## config.mk

```make
export PLATFORM = sky130hd
export DESIGN_NAME = blc_cell
export DESIGN_NICKNAME = d
export VERILOG_FILES = /design/src/rtl/core/blc_pkg.sv /design/src/rtl/core/blc_cell.sv
export SDC_FILE = /design/constraint.sdc
export NUM_CORES = 1
export LEC_CHECK = 0
export BUFFER_PORTS_ARGS = -buffer_cell sky130_fd_sc_hd__buf_4
export CORE_AREA = 2 2 126 190
export CTS_CLUSTER_DIAMETER = 100
export DETAILED_ROUTE_END_ITERATION = 10
export DIE_AREA = 0 0 128 192
export HOLD_SLACK_MARGIN = 0.12
export PLACE_DENSITY = 0.54
export SKIP_LAST_GASP = 1
export SYNTH_ARGS = -nofsm -noshare
export SYNTH_HDL_FRONTEND = slang
export SYNTH_SLANG_ARGS = --single-unit
```

## constraint.sdc

```tcl
create_clock -name clk -period 2.8 [get_ports clk]
set_clock_uncertainty 0.05 [all_clocks]
set_input_delay 0.56 -clock clk [delete_from_list [all_inputs] [get_ports clk]]
set_output_delay 0.56 -clock clk [all_outputs]
set_load 0.03 [all_outputs]
```

## src/rtl/core/blc_pkg.sv

```systemverilog
// Shared types and constants for the block cache LRU controller.
// Defines the per-cell scan token and the line update command; no dependencies.
`default_nettype none

package blc_pkg;

    localparam int LINES      = 128;
    localparam int IDX_W      = (LINES > 1) ? $clog2(LINES) : 1;
    localparam int TAG_W      = 30;
    localparam int AGE_W      = 32;
    localparam int BLK_W      = 32;
    localparam int OFF_W      = 2;
    localparam int LINE_IDX_W = 7;

    localparam logic OP_READ  = 1'b0;
    localparam logic OP_WRITE = 1'b1;

    typedef logic [IDX_W-1:0] idx_t;
    typedef logic [TAG_W-1:0] tag_t;
    typedef logic [AGE_W-1:0] age_t;

    // Search state that walks the cell row, one cell per cycle.
    typedef struct packed {
        logic active;
        logic found;
        idx_t hit_idx;
        age_t best_age;
        idx_t best_idx;
        logic best_wb;
        tag_t best_tag;
    } token_t;

    // Line update broadcast to all cells when an access commits.
    typedef struct packed {
        logic en;
        idx_t index;
        logic hit;
        logic write;
        tag_t tag;
        age_t age;
    } update_t;

endpackage

`default_nettype wire

```

## src/rtl/core/blc_cell.sv

```systemverilog
// One cache line cell: holds tag, valid, dirty and age, and advances the search token.
// Depends on blc_pkg for the token and update types.
`default_nettype none

module blc_cell (
    input  wire                 clk,
    input  wire                 rst_n,
    input  blc_pkg::idx_t       my_index,
    input  blc_pkg::tag_t       req_tag,
    input  blc_pkg::update_t    upd,
    input  blc_pkg::token_t     tok_in,
    output blc_pkg::token_t     tok_out
);

    blc_pkg::tag_t   tag_reg;
    logic            valid_reg;
    logic            dirty_reg;
    blc_pkg::age_t   age_reg;
    blc_pkg::token_t tok_reg;
    blc_pkg::token_t tok_next;
    logic            upd_sel;

    always_comb
    begin
        tok_next = tok_in;
        if (!tok_in.found && valid_reg && (tag_reg == req_tag))
        begin
            tok_next.found   = 1'b1;
            tok_next.hit_idx = my_index;
        end
        // The first cell seeds the minimum; later cells replace it only when strictly older.
        if ((my_index == blc_pkg::idx_t'(0)) || (age_reg < tok_in.best_age))
        begin
            tok_next.best_age = age_reg;
            tok_next.best_idx = my_index;
            tok_next.best_wb  = valid_reg && dirty_reg;
            tok_next.best_tag = tag_reg;
        end
    end

    assign upd_sel = upd.en && (upd.index == my_index);

    always_ff @(posedge clk or negedge rst_n)
    begin
        if (!rst_n)
        begin
            tag_reg   <= '0;
            valid_reg <= 1'b0;
            dirty_reg <= 1'b0;
            age_reg   <= '0;
            tok_reg   <= '0;
        end
        else
        begin
            tok_reg <= tok_next;
            if (upd_sel)
            begin
                age_reg <= upd.age;
                if (upd.hit)
                begin
                    if (upd.write == blc_pkg::OP_WRITE)
                    begin
                        dirty_reg <= 1'b1;
                    end
                end
                else
                begin
                    tag_reg   <= upd.tag;
                    valid_reg <= 1'b1;
                    dirty_reg <= (upd.write == blc_pkg::OP_WRITE);
                end
            end
        end
    end

    assign tok_out = tok_reg;

endmodule

`default_nettype wire

```

; Yosys cells after proc, flatten, opt, wreduce, memory -nomap -nowiden
; Index checks and enable logic that the tools add are counted.
; W data, S select, Z words.
[totals]
output_inout_bits = 79
reg_bits = 143
in_bits = 190
[classes]
eq_ne = 3
n_reduce_logical = 9
n_bitwise = 1
mux = 4
order_cmp = 1
[op_table]
columns = op, n
row1 = $mux W70, 1
row2 = $lt A32 B32 Y1, 1
row3 = $eq A30 B30 Y1, 1
row4 = $mux W8, 1
row5 = $eq A7 B7 Y1, 1
row6 = $logic_not A7 Y1, 1
row7 = $logic_and A1 B1 Y1, 4
row8 = $reduce_and A2 Y1, 2
row9 = $mux W1, 2
row10 = $ne A2 B2 Y1 const B, 1
row11 = $logic_not A1 Y1, 1
row12 = $logic_or A1 B1 Y1, 1
row13 = $not A1 Y1, 1

; Depth between registers and ports, before layout
[depth]
depth_word = 4
ltp_mapped = 10
ltp_nobuf = 8

; Least setup slack after synthesis
; Ideal clock, no wire load.
[synth_timing]
path_type = input to register
startpoint = input port tok_in[68] in the netlist's numbering
endpoint = register tok_reg (netlist bit tok_out[10])
path_buffers = 2
arrival_time_ns = 2.394
path_stages = 10
t_required_ns = 2.625
slack_ns = 0.231
path_cell_list = inv_1 -> ha_1 -> nand4_2 -> nor4_4 -> a221o_1 -> a41oi_1 -> a31o_1 -> buf_6 -> buf_6 -> mux2_4
[synth_rtl]
columns = element, line_no
row1 = from (decl), blc_cell.sv:11  ; input blc_pkg::token_t tok_in,
row2 = to (signal assigned), blc_cell.sv:55  ; tok_reg <= tok_next;
row3 = to (decl), blc_cell.sv:19  ; blc_pkg::token_t tok_reg;

==> out/summary.md <==
Combinational logic is responsible for 27.6% of the overall power. Critical path startpoint category: a register. The logs give 3.05 ns for the data required time of the critical path and 0 for the total congestion overflow.

For the worst setup path, the data arrival time is 2.90 ns. For the number of max-slew violations in the final report, the log shows 0. The number of antenna violations at the first check in global routing is 0, and the peak fanout along the critical path is 23. For this run, the leading register cell type out of synthesis is dfrtp_1. The actual slew at the worst max-slew pin is 0.6118 ns. Number of global-route vias before repair: 5,270.

The layout filler cell count was 2,152. The logs give 15.85% for the global-route usage over all layers and 410.8 uV for the peak supply drop. The die covers 24,580 um^2. The critical path endpoint category was a register.

The power per standard cell area works out to 683.3 nW/um^2. The flip-flop count of the largest register after layout was 79; the sequential share of the synthesized area was 52.82%. Cells fill 43.32% of the core in the end. The top cell types in the final layout, fill and taps aside, are buf_4 (278), dfrtp_1 (143), mux2_4 (59). After the first detailed-routing iteration, the DRC count stood at 165.

For the maximum clock frequency, the log shows 0.3774 GHz. In the final routed layout, each cell accounts on average for 18.28 um. The first global-routing pass estimated 29,030 um of wire. The clock network is responsible for 35.0% of the overall power. Worst hold path startpoint: tok_in[78]. In the routed design, unresolved DRC markers number 0. The final-report hold violation count came out at 0. Clock-pin slew was measured on the worst setup and hold paths at 0.06 ns.

Synthesis produced a netlist with a net count of 702. Setup violations remaining at the end of the flow were counted as 0. The tools report the number of nets in the final layout as 994. No sink is reached through more buffers than the 2 on the longest clock path.

Type of the worst setup path: register to register. The end point of the worst hold path was tok_out[78]. After synthesis the cells add up to 6775 um^2. Using the TritonRoute via totals, the vias-per-cell ratio works out to 4.527. The analysis attributes to cell leakage a power of 0.005357 uW. In this run the worst hold path is classified as input port to register. The repair_antennas step left the layout with diodes totalling 0.

In this run, CTS created clock tree buffers numbering 17. Clock tree synthesis selected as its root buffer the cell clkbuf_16. Port buffering added 268 buffers. In this run the power spent charging and discharging nets is 2007 uW. The cell count after synthesis is 481, and the count of TritonRoute iterations in the first routing pass is 4. Setup total negative slack on the finished layout was measured at 0 ns. The overall die height is 192 um.

TritonCTS built the clock tree. For the standard-cell row count, the log shows 68. Dividing the final minimum period by the clock period gives 94.63%.

The run gives 4,826 as the number of vias after detailed routing. The tools report the initial core utilization as 29.71%. The floorplan die width is 128 um, and the cell-internal power is 4742 uW. The tools report the area of the core as 22,800 um^2. After synthesis, the mean cell area works out to 14.09 um^2.

The end of the worst register-to-register path is tok_out[1]. The fraction of power spent switching nets works out to 29.73%. The source-to-sink clock delay at the later pin of the worst-skew pair is 0.43 ns, and the worst hold path depth is 1. After detailed routing, the total wire length is 19,490 um. For the worst flop-to-flop path, the logic depth is 7. The share of final-layout standard cells stronger than drive strength 1 came out at 53.56%. The distinct cell type count of the synthesized netlist came out at 37. The run gives 59.21% as the worst-case headroom to the max-slew limit.

The tools report the worst flop-to-flop path startpoint as age_reg[1]. The growth of design area from synthesis to finish is 45.78%, and the number of placed I/O pins is 269. Counting flops and latches in the post-synthesis netlist gives 143.

The total number of yosys warnings is 0, and the number of violations of the max-capacitance limit is 0. Leaving out fill and tap cells, the most frequent cell in the layout is buf_4. The run finished with clean final reports.

Yosys mapped a number of flops with a built-in enable equal to 0. The clock tree synthesis step divided the H-tree into 4 levels. The routability-driven placement congestion ratio is 0.8312, and the final instance count without filler cells is 1,066. The sequential group share of total power was 37.4%.

The number of nets with antenna violations after detailed routing came out at 0. Subtracting the final worst setup slack from the clock period gives 2.650 ns. The tools report the minimum setup slack among reg-to-reg paths as 0.15 ns. CTS saw 143 sinks.

The wire-length estimate of the detail-placed layout is 15,040 um. Once placement completed, the tool counted placed cells totaling 1,033. In the synthesized netlist the async set-or-reset flop fraction comes to 100.0%. Entering global routing, the biggest net connects 67 pins.
area by class of cell:
class / count / area (um^2) / area share, %
clock inverters: 12 / 157.7 / 1.596
multi-input cells: 286 / 2969 / 30.06
repair buffers: 286 / 2228 / 22.56
inverters: 39 / 146.4 / 1.482
well taps: 280 / 350.3 / 3.547
clock buffers: 20 / 446.7 / 4.522
flip-flops and latches: 143 / 3578 / 36.23
synthesized netlist by cell type, types with 2 or more instances:
master	count	area share, %
xnor2_1	27	3.5
buf_6	7	1.2
o21ai_0	3	0.22
nor3_1	2	0.15
mux2_4	59	13
nor4_1	5	0.46
xor2_1	10	1.3
a21o_1	2	0.22
nand2_1	15	0.83
mux2_2	41	6.8
o21a_1	2	0.22
nand4_1	11	1.0
mux2i_1	7	1.0
mux2_1	31	5.2
ha_1	31	5.7
dfrtp_1	143	53
nand3_1	6	0.44
clkbuf_1	4	0.22
a21oi_1	13	0.96
nor2_1	5	0.28
buf_2	2	0.15
inv_1	39	2.2
nand2b_1	2	0.18
worst max-delay path, cell delays in order, from the launching register on:
cell       delay (ns)
dfrtp_1          0.40
ha_1             0.29
a2111oi_1        0.40
o31ai_1          0.19
a41oi_1          0.33
a31o_4           0.26
buf_12           0.22
mux2_1           0.36
power by group through the flow:
stage               clock network (uW)  logic, uW  registers [uW]
CTS                               2430       1900            2530
global route                      2530       1990            2560
global placement                     0       1860            2560
detailed placement                   0       1890            2560
floorplan                            0        715            2930
finish                            2360       1860            2520
metrics by stage:
| stage | setup slack [ns] | total power, uW | hold WS, ns | cell area [um^2] |
|---|---|---|---|---|
| after floorplan | 0.2308 | 3647 | 0.2144 | 6775 |
| after global placement | -0.1455 | 4419 | 0.4582 | 9261 |
| after detailed placement | -0.2405 | 4449 | 0.4621 | 9261 |
| after CTS | 0.06106 | 6854 | 0.1616 | 9876 |
| after global routing | -0.04934 | 7079 | 0.1608 | 9877 |
| final | 0.1504 | 6749 | 0.1896 | 9877 |
metal layers:
| layer | up-vias | share of wire, % | track usage, % |
|---|---|---|---|
| li1 | 2251 | - | - |
| met1 | 2340 | 39 | 18.04 |
| met2 | 204 | 52 | 27.56 |
| met3 | 31 | 7.0 | 5.097 |
| met4 | 0 | 2.1 | 6.086 |
| met5 | - | 0 | 0 |
worst max-delay path by stage:
stage	start	end	slack [ns]	cells after the start
finish	age_reg[1]	tok_out[1]	0.15	7
global route	age_reg[1]	tok_out[1]	-0.05	7
CTS	age_reg[1]	tok_out[1]	0.06	7
detailed placement	tok_in[39]	tok_out[1]	-0.24	9
global placement	tok_in[39]	tok_out[1]	-0.15	9
floorplan	tok_in[68]	tok_out[10]	0.23	10
logic make-up (layout without fill, tap and decap cells):
group | after synthesis | after routing | synth area share [%]
AND/OR/NAND/NOR | 52 | 52 | 4.248
buffers and inverters | 52 | 357 | 3.693
adder cells (fa/ha/maj) | 31 | 31 | 5.725
AO/OA/AOI/OAI | 28 | 28 | 2.659
XOR/XNOR | 37 | 37 | 4.783
multiplexers | 138 | 138 | 26.08
flip-flops | 143 | 143 | 52.82
repair_timing:
action	CTS	global route
setup endpoints to repair	0	1
hold endpoints to repair	62	0
hold buffers	1	0
buffers inserted	0	0
gates resized for setup	0	1
(Power assumes the default switching activity.)
